--- src/assert_macros.svh ---
// Assertion macros shared by the vector angle unit RTL.
// Included by the modules that carry concurrent checks; needs clk and rst_n in scope.
`ifndef ASSERT_MACROS_SVH
`define ASSERT_MACROS_SVH

// Clocked check that is switched off while reset is asserted.
`define ASSERT_CLK(lbl, prop, msg) \
  lbl: assert property (@(posedge clk) disable iff (!rst_n) prop) else $error(msg);

// Clocked check that also holds across reset.
`define ASSERT_ALWAYS(lbl, prop, msg) \
  lbl: assert property (@(posedge clk) prop) else $error(msg);

`endif

--- src/vau_out_buf.sv ---
// Output register with a skid stage, so the pipeline enable comes from a flop.
// Depends on assert_macros.svh for its checks.
`default_nettype none

`include "assert_macros.svh"

module vau_out_buf #(
  parameter int DW = 15
) (
  input  logic          clk,
  input  logic          rst_n,
  input  logic          push_vld_i,
  input  logic [DW-1:0] push_data_i,
  output logic          ready_o,
  output logic          out_valid_o,
  input  logic          out_ready_i,
  output logic [DW-1:0] out_data_o
);

  logic          out_valid_r, skid_valid_r;
  logic [DW-1:0] out_data_r, skid_data_r;
  logic          pop;

  assign pop = out_valid_r & out_ready_i;

  always_ff @(posedge clk) begin
    if (!rst_n) begin
      out_valid_r  <= 1'b0;
      skid_valid_r <= 1'b0;
    end else if (skid_valid_r) begin
      if (pop) begin
        out_valid_r  <= 1'b1;
        skid_valid_r <= 1'b0;
      end
    end else if (!out_valid_r || pop) begin
      out_valid_r <= push_vld_i;
    end else if (push_vld_i) begin
      skid_valid_r <= 1'b1;
    end
  end

  always_ff @(posedge clk) begin
    if (skid_valid_r) begin
      if (pop) begin
        out_data_r <= skid_data_r;
      end
    end else if (!out_valid_r || pop) begin
      out_data_r <= push_data_i;
    end else begin
      skid_data_r <= push_data_i;
    end
  end

  assign ready_o     = !skid_valid_r;
  assign out_valid_o = out_valid_r;
  assign out_data_o  = out_data_r;

  `ASSERT_CLK(a_skid_behind_head, skid_valid_r |-> out_valid_r, "skid full with empty head")
  `ASSERT_CLK(a_stall_fills_skid, (out_valid_r && !out_ready_i && push_vld_i) |=> skid_valid_r, "stalled transfer not caught by skid")
  `ASSERT_ALWAYS(a_reset_empties, !rst_n |=> !out_valid_r && !skid_valid_r, "buffer not empty after reset")

endmodule

`default_nettype wire
--- config.mk ---
export PLATFORM = sky130hd
export DESIGN_NAME = vau_out_buf
export DESIGN_NICKNAME = d
export VERILOG_FILES = /design/src/vau_out_buf.sv
export VERILOG_INCLUDE_DIRS = /design/src /design/src/src
export SDC_FILE = /design/constraint.sdc
export NUM_CORES = 1
export LEC_CHECK = 0
export BUFFER_PORTS_ARGS = -buffer_cell sky130_fd_sc_hd__buf_2
export CAP_MARGIN = 20
export CORE_MARGIN = 5
export CORE_UTILIZATION = 44
export CTS_CLUSTER_SIZE = 14
export DETAILED_ROUTE_END_ITERATION = 7
export GPL_TIMING_DRIVEN = 0
export PLACE_DENSITY = 0.73
export SYNTH_ARGS = -nofsm -noshare
export SYNTH_HDL_FRONTEND = slang
export SYNTH_SLANG_ARGS = --single-unit
--- constraint.sdc ---
create_clock -name clk -period 1.94 [get_ports clk]
set_clock_uncertainty 0.1 [all_clocks]
set_input_delay 0.097 -clock clk [delete_from_list [all_inputs] [get_ports clk]]
set_output_delay 0.097 -clock clk [all_outputs]
set_load 0.01 [all_outputs]
==> flow_summary.json <==
{
  "final_area_mm2": 0.00165,
  "cts.reportedPaths.clkPinSlew_ns": 0.09,
  "post_cts.repair.setup_buffers": 0,
  "grt_overflow": 0,
  "finalCoreUtilization_pct": 65.4,
  "synth_top_area_share_pct": 75.6,
  "insertion_delay_ns": 0.32,
  "synthTopCellsByArea": "edfxtp_1, mux2_2, dfxtp_1",
  "drc": 0,
  "synthToLayoutAreaGrowth_pct": 38.6,
  "avgViaCountPerCell": 4.84,
  "wl_met1_um": 913,
  "end_kind": "flop",
  "crit_type": "reg2reg",
  "tritoncts": "yes",
  "setup_viol": 0,
  "port_buffers": 35,
  "start_util_pct": 47.2,
  "fin_ws_ns": 0.194,
  "grt_max_degree": 11,
  "layout_commonest_cell": "buf_2",
  "ioPinCount": 36,
  "rsz0062_at_grt": "no",
  "maxSlewViolCount": 0,
  "pre_cts_ws_ns": 0.171,
  "antenna_found_initial": 0,
  "total_leakage_power_uw": 0.000644,
  "drt-wirelength-per-cell_um": 15.1,
  "dr_wl_met2_mm": 1.14,
  "core_mm2": 0.00252,
  "synth_cell_types": 12,
  "drtPass1Iterations": 4,
  "synth_compound_area_share_pct": 1.26,
  "start_kind": "flop",
  "cts_sinks": 32,
  "ys_seq_area_share_pct": 79.0,
  "power.density_mw_per_mm2": 841,
  "dpl_cell_area_mm2": 0.00143,
  "fmax_mhz": 573,
  "first_global_vias": 762,
  "place.gp.congestion": 0.655,
  "grt_usage_pct": 13.4,
  "die_w_um": 62.0,
  "cp_max_fo": 10,
  "synthSimpleGateAreaFrac_pct": 3.36,
  "rows": 18,
  "arrival_ns": 1.69,
  "finalCritPeriodShare_pct": 90.0,
  "maxCapViolations": 0,
  "holdWs_ns": 0.0422,
  "clockBufferDepth": 2,
  "cts_buffers": 5,
  "ir_worst_vdd_v": 0.000519,
  "num_vias": 731,
  "final-hold-violation-count": 0,
  "netlist_instances": 59,
  "hold_path_class": "in2reg",
  "fillCellCount": 202,
  "drt_iter0_markers": 13,
  "cts_max_level": 2,
  "synth-seq-cells": 32,
  "tightest_slew_ns": 0.779,
  "ant_nets": 0,
  "layout_common_cells": "buf_2, edfxtp_1, dlygate4sd3_1",
  "synth_xor_area_share_pct": 0,
  "status": "finished, final reports clean",
  "synthAdderAreaFrac_pct": 0,
  "synth_top_area_cell": "edfxtp_1",
  "dieArea_mm2": 0.00385,
  "synth_top_family_by_area": "multiplexers",
  "syn_nets": 78,
  "synth.avg_cell_area_um2": 20.2,
  "route.met3.wl_um": 202,
  "n_antenna_cell": 0,
  "clockRootBuffer": "clkbuf_4",
  "synth_area_mm2": 0.00119,
  "fin_crit_ns": 1.75,
  "nNetsFinal": 139,
  "synthMuxAreaShare_pct": 14.2,
  "highest_layer": "met4",
  "drive_gt1_share_pct": 50.4,
  "cp.required_ns": 1.88,
  "wirelength_mm": 2.29,
  "die_h_um": 62.0,
  "grt_first_pass_wirelength_mm": 3.52,
  "ys_warn_count": 0,
  "relSlewSlack_pct": 47.7
}
[metrics by stage]
stage | total power, uW | std cells | TNS, ns
floorplan | 945 | 59 | 0
global placement | 1020 | 124 | -2.23
detailed placement | 1040 | 126 | 0
CTS | 1400 | 151 | 0
global route | 1460 | 151 | 0
finish | 1390 | 151 | 0
[final cells by class]
cell class	instances	area, um2	share of cell area (%)
Tap cell	30	37.5	2.27
Clock buffer	7	45.0	2.73
Sequential cell	32	941	57.0
Multi-Input combinational cell	24	229	13.9
Buffer	2	22.5	1.36
Inverter	1	3.75	0.227
Clock inverter	1	3.75	0.227
Timing Repair Buffer	54	368	22.3
[final timing paths]
kind | startpoint | to | depth (start not counted) | slack, ns
worst max register to register | skid_valid_r | out_data_o[14] | 3 | 0.19
worst min register to register | skid_data_r[13] | out_data_o[13] | 1 | 0.45
worst max-delay path | skid_valid_r | out_data_o[14] | 3 | 0.19
worst min-delay path | out_ready_i | out_valid_o | 3 | 0.04
[Yosys cell counts]
master	number
a21oi_1	1
and2b_2	1
and3b_1	1
buf_6	2
dfxtp_1	2
edfxtp_1	30
inv_1	1
mux2_2	15
nand2_1	2
nand3b_1	1
nor3b_1	1
o21ai_0	2
[layer usage]
layer | vias up | global-route usage (%)
met5 | - | 0
met4 | 0 | 4.55
met3 | 4 | 6.40
met2 | 28 | 22.6
met1 | 348 | 14.7
li1 | 351 | -
[what timing repair did]
| item | in CTS | in global routing |
|---|---|---|
| hold endpoints to repair | 32 | 0 |
| gates resized for setup | 0 | 0 |
| hold buffers | 17 | 0 |
[sequential cells by signal, summed over array words and instances, names as in the netlist]
name	flops
skid_valid_r	1
out_data_o	15
out_valid_o	1
skid_data_r	15
[report_power, final]
group | switching (uW) | total, uW | internal [uW]
clock network | 207 | 346 | 139
logic | 94.4 | 199 | 105
registers | 16.3 | 841 | 825
total | 318 | 1390 | 1070
[worst max-delay path: stages (launching register included)]
cell and delay, ns:
dfxtp_1 0.35, buf_6 0.16, o21ai_1 0.61, buf_6 0.24
[kinds of logic after synthesis]
family,Yosys count
flops,32
compound gates,3
mux,15
buf+inv,3
simple gates,6
Note: power is estimated with default switching activity, not from simulation.
