[config.mk]
export PLATFORM = sky130hd
export DESIGN_NAME = vau_back
export DESIGN_NICKNAME = d
export VERILOG_FILES = /design/src/assert_macros.svh /design/src/vau_pkg.sv /design/src/vau_back.sv
export SDC_FILE = /design/constraint.sdc
export NUM_CORES = 1
export LEC_CHECK = 0
export ABC_AREA = 1
export CAP_MARGIN = 20
export CORE_MARGIN = 2
export CORE_UTILIZATION = 55
export CTS_BUF_LIST = sky130_fd_sc_hd__clkbuf_8
export CTS_CLUSTER_DIAMETER = 30
export CTS_CLUSTER_SIZE = 24
export DETAILED_ROUTE_END_ITERATION = 12
export DONT_BUFFER_PORTS = 1
export PLACE_DENSITY = 0.68
export SYNTH_ARGS = -nofsm -noshare
export SYNTH_HDL_FRONTEND = slang
export SYNTH_SLANG_ARGS = --single-unit
[constraint.sdc]
create_clock -name clk -period 12.2 [get_ports clk]
set_input_delay 0 -clock clk [delete_from_list [all_inputs] [get_ports clk]]
set_output_delay 0 -clock clk [all_outputs]
set_load 0.02 [all_outputs]
[src/assert_macros.svh]
// Assertion macros shared by the vector angle unit RTL.
// Included by the modules that carry concurrent checks; needs clk and rst_n in scope.
`ifndef ASSERT_MACROS_SVH
`define ASSERT_MACROS_SVH

// Clocked check that is switched off while reset is asserted.
`define ASSERT_CLK(lbl, prop, msg) \
  lbl: assert property (@(posedge clk) disable iff (!rst_n) prop) else $error(msg);

// Clocked check that also holds across reset.
`define ASSERT_ALWAYS(lbl, prop, msg) \
  lbl: assert property (@(posedge clk) prop) else $error(msg);

`endif

[src/vau_pkg.sv]
// Shared constants and the arctangent table for the vector angle unit.
// No dependencies; imported by every module of the block except vau_out_buf.
`default_nettype none

package vau_pkg;

  localparam int COMP_W      = 16;
  localparam int CORDIC_ITER = 16;
  localparam int ATAN_LEN    = 24;
  localparam int ANG_W       = 32;
  localparam int OUT_W       = 15;

  localparam logic [25:0]      GAIN_SQ_Q24 = 26'd45496779;
  localparam logic [ANG_W-1:0] PI_Q30      = 32'd3373259426;
  localparam logic [21:0]      RAD2DEG_Q16 = 22'd3754936;
  localparam logic [OUT_W-1:0] MAX_RAD_Q13 = 15'd25736;
  localparam logic [OUT_W-1:0] MAX_DEG_Q7  = 15'd23040;

  // atan(2^-i) in Q2.30 radians.
  function automatic logic [ANG_W-1:0] atan_q30(input int i);
    logic [ANG_W-1:0] v;
    case (i)
      0:       v = 32'd843314857;
      1:       v = 32'd497837829;
      2:       v = 32'd263043837;
      3:       v = 32'd133525159;
      4:       v = 32'd67021687;
      5:       v = 32'd33543516;
      6:       v = 32'd16775851;
      7:       v = 32'd8388437;
      8:       v = 32'd4194283;
      9:       v = 32'd2097149;
      10:      v = 32'd1048576;
      11:      v = 32'd524288;
      12:      v = 32'd262144;
      13:      v = 32'd131072;
      14:      v = 32'd65536;
      15:      v = 32'd32768;
      16:      v = 32'd16384;
      17:      v = 32'd8192;
      18:      v = 32'd4096;
      19:      v = 32'd2048;
      20:      v = 32'd1024;
      21:      v = 32'd512;
      22:      v = 32'd256;
      23:      v = 32'd128;
      default: v = '0;
    endcase
    return v;
  endfunction

endpackage

`default_nettype wire

[src/vau_back.sv]
// Back end: obtuse-angle fold, clamp to 0..pi and conversion to the output unit.
// Three register stages; depends on vau_pkg.
`default_nettype none

module vau_back
  import vau_pkg::*;
(
  input  logic                    clk,
  input  logic                    rst_n,
  input  logic                    en,
  input  logic                    vld_i,
  input  logic                    zero_i,
  input  logic                    dneg_i,
  input  logic signed [ANG_W-1:0] z_i,
  input  logic                    unit_i,
  output logic                    vld_o,
  output logic [OUT_W-1:0]        angle_o
);

  localparam int TW = ANG_W+2;
  localparam logic signed [TW-1:0] PI_T = {2'b00, PI_Q30};

  logic [2:0]         vld_r;
  logic signed [TW-1:0] t;
  logic [ANG_W-1:0]   ang_nxt, ang_r;
  logic [53:0]        deg_r;
  logic [15:0]        rad_r;
  logic [15:0]        degv, radv;
  logic [OUT_W-1:0]   angle_nxt, angle_r;

  always_ff @(posedge clk) begin
    if (!rst_n) begin
      vld_r <= '0;
    end else if (en) begin
      vld_r <= {vld_r[1:0], vld_i};
    end
  end

  always_comb begin
    if (zero_i) begin
      t = '0;
    end else if (dneg_i) begin
      t = PI_T - TW'(z_i);
    end else begin
      t = TW'(z_i);
    end
    if (t[TW-1]) begin
      ang_nxt = '0;
    end else if (t > PI_T) begin
      ang_nxt = PI_Q30;
    end else begin
      ang_nxt = t[ANG_W-1:0];
    end
  end

  always_comb begin
    degv = 16'((55'(deg_r) + (55'd1 << 38)) >> 39);
    radv = rad_r;
    if (unit_i) begin
      angle_nxt = (degv > 16'(MAX_DEG_Q7)) ? MAX_DEG_Q7 : degv[OUT_W-1:0];
    end else begin
      angle_nxt = (radv > 16'(MAX_RAD_Q13)) ? MAX_RAD_Q13 : radv[OUT_W-1:0];
    end
  end

  always_ff @(posedge clk) begin
    if (en) begin
      ang_r   <= ang_nxt;
      deg_r   <= 54'(ang_r) * 54'(RAD2DEG_Q16);
      rad_r   <= 16'((33'(ang_r) + 33'd65536) >> 17);
      angle_r <= angle_nxt;
    end
  end

  assign vld_o   = vld_r[2];
  assign angle_o = angle_r;

endmodule

`default_nettype wire

==> results of run 1 <==
[final cells by class]
cell class	instances	area share (%)
Timing Repair Buffer	16	1.01
Clock inverter	7	0.713
Sequential cell	82	13.9
Inverter	618	13.2
Clock buffer	9	0.706
Tap cell	390	2.78
Multi-Input combinational cell	1298	67.7
[routing by layer]
metal | track usage (%) | part of all wire [%]
met2 | 46.8 | 49
met1 | 34.9 | 44
met5 | 0 | 0
met4 | 6.94 | 2.4
met3 | 3.90 | 4.7
[cell usage after synthesis (all sizes together)]
master    n
nand4    14
and2      2
a221oi    3
buf      12
fa      254
o21a      5
clkinv    2
ha      218
nor3     21
inv     616
a21o      7
a211oi    2
o31ai     2
xnor2     9
nand3   112
or3       2
nand2   272
a21oi    84
o221ai    2
xor2     39
o32ai     1
nor3b     2
a31oi     2
dfxtp     3
and3      7
o21ai    53
o21bai    5
a21boi    3
o211ai    2
nor4      8
nor2    163
nand3b    4
edfxtp   79
clkbuf    3
[sequential cells by signal (all words and copies together) (netlist names)]
| signal | cells |
|---|---|
| vld_r | 3 |
| rad_r | 16 |
| deg_r | 16 |
| angle_o | 15 |
| ang_r | 32 |
[cells by family (layout without fill, tap and decap cells)]
group,count (synthesis),count (layout),share of synthesized area (%)
buffers and inverters,633,650,14.4
and+or+nand+nor,607,607,16.1
adders and majority gates,472,472,46.7
xor gates and xnor gates,48,48,2.51
AOI/OAI and AO/OA,171,171,5.70
DFF,82,82,14.5
[critical path, stage by stage (launching register included)]
cell	delay, ns
edfxtp_1	0.61
inv_1	0.25
fa_1	0.58
inv_1	0.09
fa_1	0.49
fa_1	0.51
inv_1	0.05
fa_1	0.50
fa_1	0.52
fa_1	0.54
inv_1	0.05
ha_1	0.37
nand2_1	0.10
nor2_1	0.20
nand2_1	0.08
nor4_1	0.38
nand4_1	0.20
nand3_1	0.21
a21o_1	0.18
a21oi_1	0.11
o21ai_0	0.20
xor2_1	0.09
[repair_timing]
action,in CTS,in global routing
setup endpoints to repair,0,0
endpoints found under the hold margin,106,0
hold buffers,16,0
[path summary, 6_finish.rpt]
check / startpoint / to / slack [ns] / depth (start not counted)
min reg2reg: vld_r[0]$_SDFFE_PN0P_ / vld_r[1]$_SDFFE_PN0P_ / 0.49 / 2
max: ang_r[18]$_SDFFCE_PP0P_ / deg_r[52]$_DFFE_PP_ / 5.66 / 21
min: z_i[8] / ang_r[8]$_SDFFCE_PP0P_ / 0.02 / 3
max reg2reg: ang_r[18]$_SDFFCE_PP0P_ / deg_r[52]$_DFFE_PP_ / 5.66 / 21
[stage by stage]
step	area, um2	cells	hold WS (ns)
global placement	17100	2388	0.122
CTS	17600	2420	0.00276
global route	17600	2420	0.0275
detailed placement	17100	2388	0.120
floorplan	16700	2013	0.112
finish	17600	2420	0.0181
==> impl_metrics.yaml, run 1 <==
run_status:
  status: "completed"
sta:
  relSlewSlack_pct: 44.3
  fin_ws_ns: 5.66
  period_share_pct: 53.6
  rsz0062_at_grt: "false"
  slew_violations: 0
  fin_skew_ns: 0.0151
  max_freq_mhz: 153
  final-hold-violation-count: 0
  period_needed_ns: 6.54
  setup_viol: 0
  tightest_slew_ns: 0.830
  setup_tns_ns: 0
drt:
  drt-wirelength-per-cell_um: 16.3
  first_iter_violations: 690
  drc_errors: 0
  vias: 12521
  first_pass_iters: 5
  vias_per_cell: 5.17
  drt.antenna.violating_nets: 0
  wirelength_mm: 39.5
cts:
  ctsRootBufferMaster: "clkbuf_8"
  htreeDepth: 3
  clock_sinks: 82
  cts_buffers: 9
  cts_max_path_buffers: 2
  clk_pin_slew_ns: 0.10
  clock_latency_ns: 0.39
  cts_tree: "built"
  ctsResizeCount: 0
  cts_setup_buffers: 0
synth:
  seq_area_frac_synth_pct: 14.5
  yosys.area.top_type: "fa_1"
  syn-num-nets: 2524
  syn_area_per_cell_um2: 8.31
  yosys-top-cells-area: "fa_1, ha_1, edfxtp_1"
  yosysWarnings: 0
  yosys.area.top_type_share_pct: 30.4
  synth-seq-cells: 82
  synthCells: 2013
  synth_cell_types: 46
  syn_area_um2: 16700
layout:
  final_common_cell: "inv_1"
  register_area_um2: 2430
  multi_input_area_um2: 11900
  drive_above_1_share_pct: 3.30
  syn_to_final_growth_pct: 4.94
  utilization_pct: 58.9
  diodes: 0
  fillCellCount: 2735
  nets: 2536
  final_cell_mix: "inv_1, nand2_1, fa_1"
global_route:
  grt_pass1_wl_mm: 65.9
  antenna_found_initial: 0
  grt_pass1_vias: 13449
  gr-total-overflow: 0
  grt.total_usage_pct: 26.8
  grt_start_max_net_pins: 84
worst_setup_path:
  critical_path_class: "reg2reg"
  end_kind: "flip-flop"
  cp_data_required_time_ns: 12.33
  cp-start-kind: "flip-flop"
  cp_max_fo: 8
  cp.arrival_ns: 6.67
floorplanning:
  io_pins: 55
  initial_core_util_pct: 56.1
  die_h_um: 178
  die_w_um: 178
  die_area_um2: 31800
  core_um2: 29800
  rows: 63
placement:
  place_ws_ns: 5.72
  io_buffers: 0
  dp_hpwl_mm: 34.5
  place_congestion: 0.998
hold_path:
  hold_path_class: "in2reg"
flow_run:
  cap_viol_max_count: 0
Power of run 1 is left out: the tool's default activity adds up to more than one toggle a clock period on the data nets, which glitch-free logic cannot reach.
==> inputs of run 2 (changes only) <==
--- a/config.mk
+++ b/config.mk
@@ -5,7 +5,7 @@
 export SDC_FILE = /design/constraint.sdc
 export NUM_CORES = 1
 export LEC_CHECK = 0
-export ABC_AREA = 1
+export ABC_AREA = 0
 export CAP_MARGIN = 20
 export CORE_MARGIN = 2
 export CORE_UTILIZATION = 55
@@ -14,7 +14,7 @@
 export CTS_CLUSTER_SIZE = 24
 export DETAILED_ROUTE_END_ITERATION = 12
 export DONT_BUFFER_PORTS = 1
-export PLACE_DENSITY = 0.68
+export PLACE_DENSITY = 0.71
 export SYNTH_ARGS = -nofsm -noshare
 export SYNTH_HDL_FRONTEND = slang
 export SYNTH_SLANG_ARGS = --single-unit
==> constraint.sdc (replaced) <==
create_clock -name clk -period 5.6 [get_ports clk]
set_input_delay 0 -clock clk [delete_from_list [all_inputs] [get_ports clk]]
set_output_delay 0 -clock clk [all_outputs]
set_load 0.02 [all_outputs]
==> run 2 against run 1 <==
The flow now finishes with violations (setup timing). Count of clock-buffer cells in the layout did not move. Clock skew rose by 0.013 ns. Synthesized cell count fell by 18%. Global-route usage rose by 0.55 points. Critical path depth rose by 2. Setup slack got worse by 6.5 ns. First-iteration DRC count rose by 17%. Fmax rose by 2.3%. Synthesized area fell by 3.9%. Critical endpoint is now deg_r[53]$_DFFE_PP_. Largest cell class unchanged.
==> impl_metrics.yaml, run 2 <==
sta:
  tightest_slew_ns: 1.03
  fin_skew_ns: 0.0281
  period_needed_ns: 6.39
  period_share_pct: 114
  relSlewSlack_pct: 31.4
  setup_viol: 16
  max_freq_mhz: 156
  final-hold-violation-count: 0
  holdWs_ns: 0.0255
  rsz0062_at_grt: "true"
  slew_violations: 0
  fin_ws_ns: -0.792
global_route:
  antenna_found_initial: 0
  grt_start_max_net_pins: 83
  gr-total-overflow: 0
  grt_pass1_wl_mm: 65.6
  grt.total_usage_pct: 27.3
  grt_pass1_vias: 13024
layout:
  multi_input_area_um2: 12000
  final_cell_mix: "inv_1, fa_1, buf_4"
  final_common_cell: "inv_1"
  largest_register_ffs: 32
  reg.largest.list: "ang_r x32, deg_r x16, rad_r x16"
  diodes: 0
  fillCellCount: 2203
  nets: 2392
  register_area_um2: 2430
  syn_to_final_growth_pct: 18.9
  max_flop_register: "ang_r"
  postLayoutCellArea_um2: 19100
  drive_above_1_share_pct: 20.4
synth:
  synthArstFlopShare_pct: 0
  ys.flop_type: "edfxtp_1"
  synthCells: 1648
  seq_area_frac_synth_pct: 15.1
  synth-edff-count: 79
  yosysMostFrequentCell: "inv_1"
  synth_common_cells: "inv_1, fa_1, ha_1, edfxtp_1, nor2_1"
  syn_area_um2: 16100
  synth_cell_types: 100
  synth_top_family_by_area: "adder cells"
  synthMuxAreaShare_pct: 0.763
  yosysWarnings: 0
  yosys.area_share.adder_pct: 48.6
  syn_area_per_cell_um2: 9.76
  yosys-top-cells-area: "fa_1, ha_1, edfxtp_1"
  synthXorXnorAreaFrac_pct: 3.53
  yosys.area.top_type_share_pct: 31.6
  yosys.area.top_type: "fa_1"
  synth-seq-cells: 82
  synth-simple-area-share_pct: 8.56
  syn-num-nets: 2159
  synth_compound_area_share_pct: 9.77
worst_setup_path:
  critical_path_class: "reg2reg"
  end_kind: "flip-flop"
  cp_max_fo: 4
  cp-start-kind: "flip-flop"
  cp.arrival_ns: 6.55
  cp_data_required_time_ns: 5.76
placement:
  post_dp_cell_area_um2: 17800
  place_ws_ns: -1.01
  dp_hpwl_mm: 32.3
  io_buffers: 0
  place_congestion: 0.975
drt:
  first_pass_iters: 5
  vias: 11907
  drc_errors: 0
  first_iter_violations: 810
  vias_per_cell: 5.25
  drt.antenna.violating_nets: 0
  wirelength_mm: 39.2
  drt-wirelength-per-cell_um: 17.3
hold_path:
  hold_path_class: "in2reg"
floorplanning:
  die_area_um2: 30600
  core_um2: 28800
  rows: 62
  die_h_um: 175
  initial_core_util_pct: 55.9
  io_pins: 55
  die_w_um: 175
cts:
  clock_latency_ns: 0.40
  cts_buffers: 9
  clock_sinks: 82
  cts_max_path_buffers: 2
  clk_pin_slew_ns: 0.11
  ctsRootBufferMaster: "clkbuf_8"
  htreeDepth: 3
  cts_tree: "built"
flow_run:
  cap_viol_max_count: 0
run_status:
  status: "complete, but fails checks"
  violations: "setup timing"
-- run 2: critical path, stage by stage, from the launching register on --
cell and delay, ns:
edfxtp_1 0.44, buf_6 0.16, fa_1 0.56, inv_1 0.06
fa_1 0.49, inv_1 0.05, fa_1 0.47, inv_1 0.06
fa_1 0.49, inv_1 0.06, fa_1 0.49, inv_1 0.05
fa_1 0.49, inv_2 0.05, ha_4 0.22, a21oi_2 0.12
o21ai_1 0.09, or4b_4 0.56, o31ai_4 0.38, a21oi_4 0.14
a221oi_2 0.26, nor2_1 0.10, a2111oi_2 0.25, xnor2_1 0.10
-- run 2: area by class of cell --
| type | instances | share of cell area [%] |
|---|---|---|
| sequential | 82 | 12.7 |
| multi-input combinational | 1019 | 62.9 |
| inverter | 516 | 10.1 |
| tap | 384 | 2.51 |
| clock inverter | 7 | 0.523 |
| timing repair buffer | 253 | 10.6 |
| clock buffer | 9 | 0.648 |
-- run 2: repair_timing --
item | 4_1_cts | 5_1_grt
endpoints found under the hold margin | 117 | 0
hold buffers | 29 | 0
pin swaps | 73 | 40
endpoints found under the setup margin | 16 | 16
buffers inserted | 36 | 9
resized for setup | 66 | 28
-- run 2: per-layer routing --
metal | part of all wire, % | routed length (um) | track usage, % | up-vias
met5 | 0 | 0 | 0 | -
met4 | 1.3 | 519 | 5.76 | 0
met3 | 5.0 | 1980 | 3.11 | 34
met2 | 48 | 18900 | 46.6 | 305
met1 | 45 | 17700 | 38.0 | 5896
li1 | - | - | - | 5672
-- run 2: worst paths after layout --
check                                       startpoint               endpoint  slack (ns)  depth (start not counted)
worst min-delay path                                en   angle_o[0]$_DFFE_PP_        0.03                          1
worst max-delay path            ang_r[6]$_SDFFCE_PP0P_    deg_r[53]$_DFFE_PP_       -0.79                         23
worst min register to register   vld_r[1]$_SDFFE_PN0P_  vld_r[1]$_SDFFE_PN0P_        0.54                          2
worst max register to register  ang_r[6]$_SDFFCE_PP0P_    deg_r[53]$_DFFE_PP_       -0.79                         23
-- run 2: metrics by stage --
| stage | util [%] | std cells | setup TNS [ns] |
|---|---|---|---|
| after floorplan | - | 1648 | -4.07 |
| after global placement | 62.0 | 2183 | -9.73 |
| after detailed placement | 62.0 | 2183 | -11.22 |
| after CTS | 65.7 | 2263 | -8.76 |
| after global routing | 66.4 | 2270 | -12.88 |
| final | 66.4 | 2270 | -9.51 |
-- run 2: cell families (layout without fill, tap and decap cells) --
logic type / Yosys count / in the layout
buf+inv: 547 / 785
fa+ha+maj: 472 / 472
simple gates: 256 / 256
compound gates: 216 / 216
flops: 82 / 82
xor+xnor: 64 / 64
mux: 11 / 11
Power of run 2 is left out for the same reason.
==> inputs of run 3 (changes only) <==
--- a/config.mk
+++ b/config.mk
@@ -14,7 +14,8 @@
 export CTS_CLUSTER_SIZE = 24
 export DETAILED_ROUTE_END_ITERATION = 12
 export DONT_BUFFER_PORTS = 1
-export PLACE_DENSITY = 0.71
+export GPL_ROUTABILITY_DRIVEN = 0
+export PLACE_DENSITY = 0.68
 export SYNTH_ARGS = -nofsm -noshare
 export SYNTH_HDL_FRONTEND = slang
 export SYNTH_SLANG_ARGS = --single-unit
==> constraint.sdc (replaced) <==
create_clock -name clk -period 7.25 [get_ports clk]
set_input_delay 0 -clock clk [delete_from_list [all_inputs] [get_ports clk]]
set_output_delay 0 -clock clk [all_outputs]
set_load 0.02 [all_outputs]
==> run 3 against run 2 <==
The run now ends clean. Cell count is 8.0% lower. Cell area is 10% lower. Die area stayed put. Via count is 6.3% lower. Register-to-register slack better by 1.2 ns. Routed wire length is 8.3% lower.
==> impl_metrics.yaml, run 3 (synthesis results as in run 2) <==
cts:
  clk_pin_slew_ns: 0.10
  cts_tree: "built"
  clock_latency_ns: 0.40
  clock_sinks: 82
  htreeDepth: 3
  ctsRootBufferMaster: "clkbuf_8"
  cts_max_path_buffers: 2
  cts_buffers: 9
drt:
  drc_errors: 0
  wl_met2_mm: 16.7
  met3_length_mm: 2.02
  vias: 11161
  wirelength_met1_mm: 16.8
  first_pass_iters: 5
  first_iter_violations: 673
  top_layer: "met4"
  wirelength_mm: 35.9
  vias_per_cell: 5.34
  drt-wirelength-per-cell_um: 17.2
  drt.antenna.violating_nets: 0
layout:
  drive_above_1_share_pct: 6.28
  reg.largest.list: "ang_r x32, deg_r x16, rad_r x16"
  max_flop_register: "ang_r"
  nets: 2211
  largest_register_ffs: 32
  diodes: 0
  final_common_cell: "inv_1"
  final_cell_mix: "inv_1, fa_1, ha_1"
  syn_to_final_growth_pct: 6.57
worst_setup_path:
  cp_data_required_time_ns: 7.40
  crit_path_start: "ang_r[7]$_SDFFCE_PP0P_"
  cp.arrival_ns: 7.04
  cp-start-kind: "flip-flop"
  end_kind: "flip-flop"
  cp_max_fo: 8
  crit_buf_inv: 7
  crit_slowest_cell: "fa_1"
  timing.critical_path.cells: "fa_1, inv_1, fa_1, inv_1, fa_1, inv_1, fa_1, inv_1, fa_1, inv_1, fa_1, inv_1, ha_1, a211oi_1, nor2_1, o211ai_1, nand3_1, o31ai_1, buf_4, a21oi_2, a221oi_4, nor2_1, a2111oi_2, xnor2_1"
  crit_family: "adder cells"
  max_stage_delay_ns: 0.70
  critical_path_class: "reg2reg"
  crit-reg2reg-launch: "ang_r[7]$_SDFFCE_PP0P_"
floorplanning:
  core_um2: 28800
  die_h_um: 175
  rows: 62
  die_area_um2: 30600
  io_pins: 55
  die_w_um: 175
  initial_core_util_pct: 55.9
hold_path:
  hold_path_class: "in2reg"
  min-delay-start: "en"
sta:
  setup_viol: 0
  holdWs_ns: 0.0176
  rsz0062_at_grt: "false"
  relSlewSlack_pct: 27.4
  fin_ws_ns: 0.359
  period_share_pct: 95.0
  slew_violations: 0
  final-hold-violation-count: 0
  setup_tns_ns: 0
  tightest_slew_ns: 1.09
  fin_skew_ns: 0.0189
  max_freq_mhz: 145
  period_needed_ns: 6.89
flow_run:
  cap_viol_max_count: 0
global_route:
  grt_pass1_vias: 11784
  grt_start_max_net_pins: 83
  grt_pass1_wl_mm: 60.5
  grt.total_usage_pct: 25.3
  gr-total-overflow: 0
  antenna_found_initial: 0
placement:
  io_buffers: 0
  dp_hpwl_mm: 30.3
  place_ws_ns: 0.167
run_status:
  status: "completed"
## run 3: final cells by class
cell class / instances / area [um2]
Sequential cell: 82 / 2430
Clock buffer: 9 / 124
Fill cell: 2432 / 11600
Multi-Input combinational cell: 1019 / 11500
Timing Repair Buffer: 72 / 636
Tap cell: 384 / 480
Inverter: 516 / 1940
Clock inverter: 7 / 52.6
## run 3: final timing paths
path / to / slack (ns) / cells past startpoint
worst max-delay path: deg_r[53]$_DFFE_PP_ / 0.36 / 24
worst min-delay path: angle_o[5]$_DFFE_PP_ / 0.02 / 1
worst max register to register: deg_r[53]$_DFFE_PP_ / 0.36 / 24
worst min register to register: vld_r[1]$_SDFFE_PN0P_ / 0.52 / 2
## run 3: routing by layer
layer / track usage (%) / vias up
met5: 0 / -
met4: 5.87 / 0
met3: 3.81 / 23
met2: 40.6 / 246
met1: 36.5 / 5569
li1: - / 5323
## run 3: metrics by stage
step / instance area [um2] / cells / utilization, %
4_1_cts: 16900 / 2063 / 58.8
3_3_place_gp: 16400 / 2016 / 57.0
2_1_floorplan: 16100 / 1648 / -
3_5_place_dp: 16400 / 2016 / 57.0
6_report: 17100 / 2089 / 59.5
5_1_grt: 17100 / 2089 / 59.5
## run 3: timing repair
action | 4_1_cts | 5_1_grt
hold endpoints to repair | 122 | 0
hold buffers | 31 | 0
buffers inserted | 0 | 26
resized for setup | 0 | 4
setup endpoints to repair | 0 | 6
## run 3: worst reg2reg max path, cell delays in order, from the launching register on
cell and delay [ns]:
edfxtp_1 0.60, fa_1 0.70, inv_1 0.10, fa_1 0.51, inv_1 0.06, fa_1 0.54
inv_1 0.08, fa_1 0.53, inv_1 0.05, fa_1 0.53, inv_1 0.05, fa_1 0.52
inv_1 0.04, ha_1 0.20, a211oi_1 0.23, nor2_1 0.08, o211ai_1 0.22, nand3_1 0.13
o31ai_1 0.31, buf_4 0.21, a21oi_2 0.12, a221oi_4 0.32, nor2_1 0.10, a2111oi_2 0.31
xnor2_1 0.10
Power of run 3 is left out for the same reason.
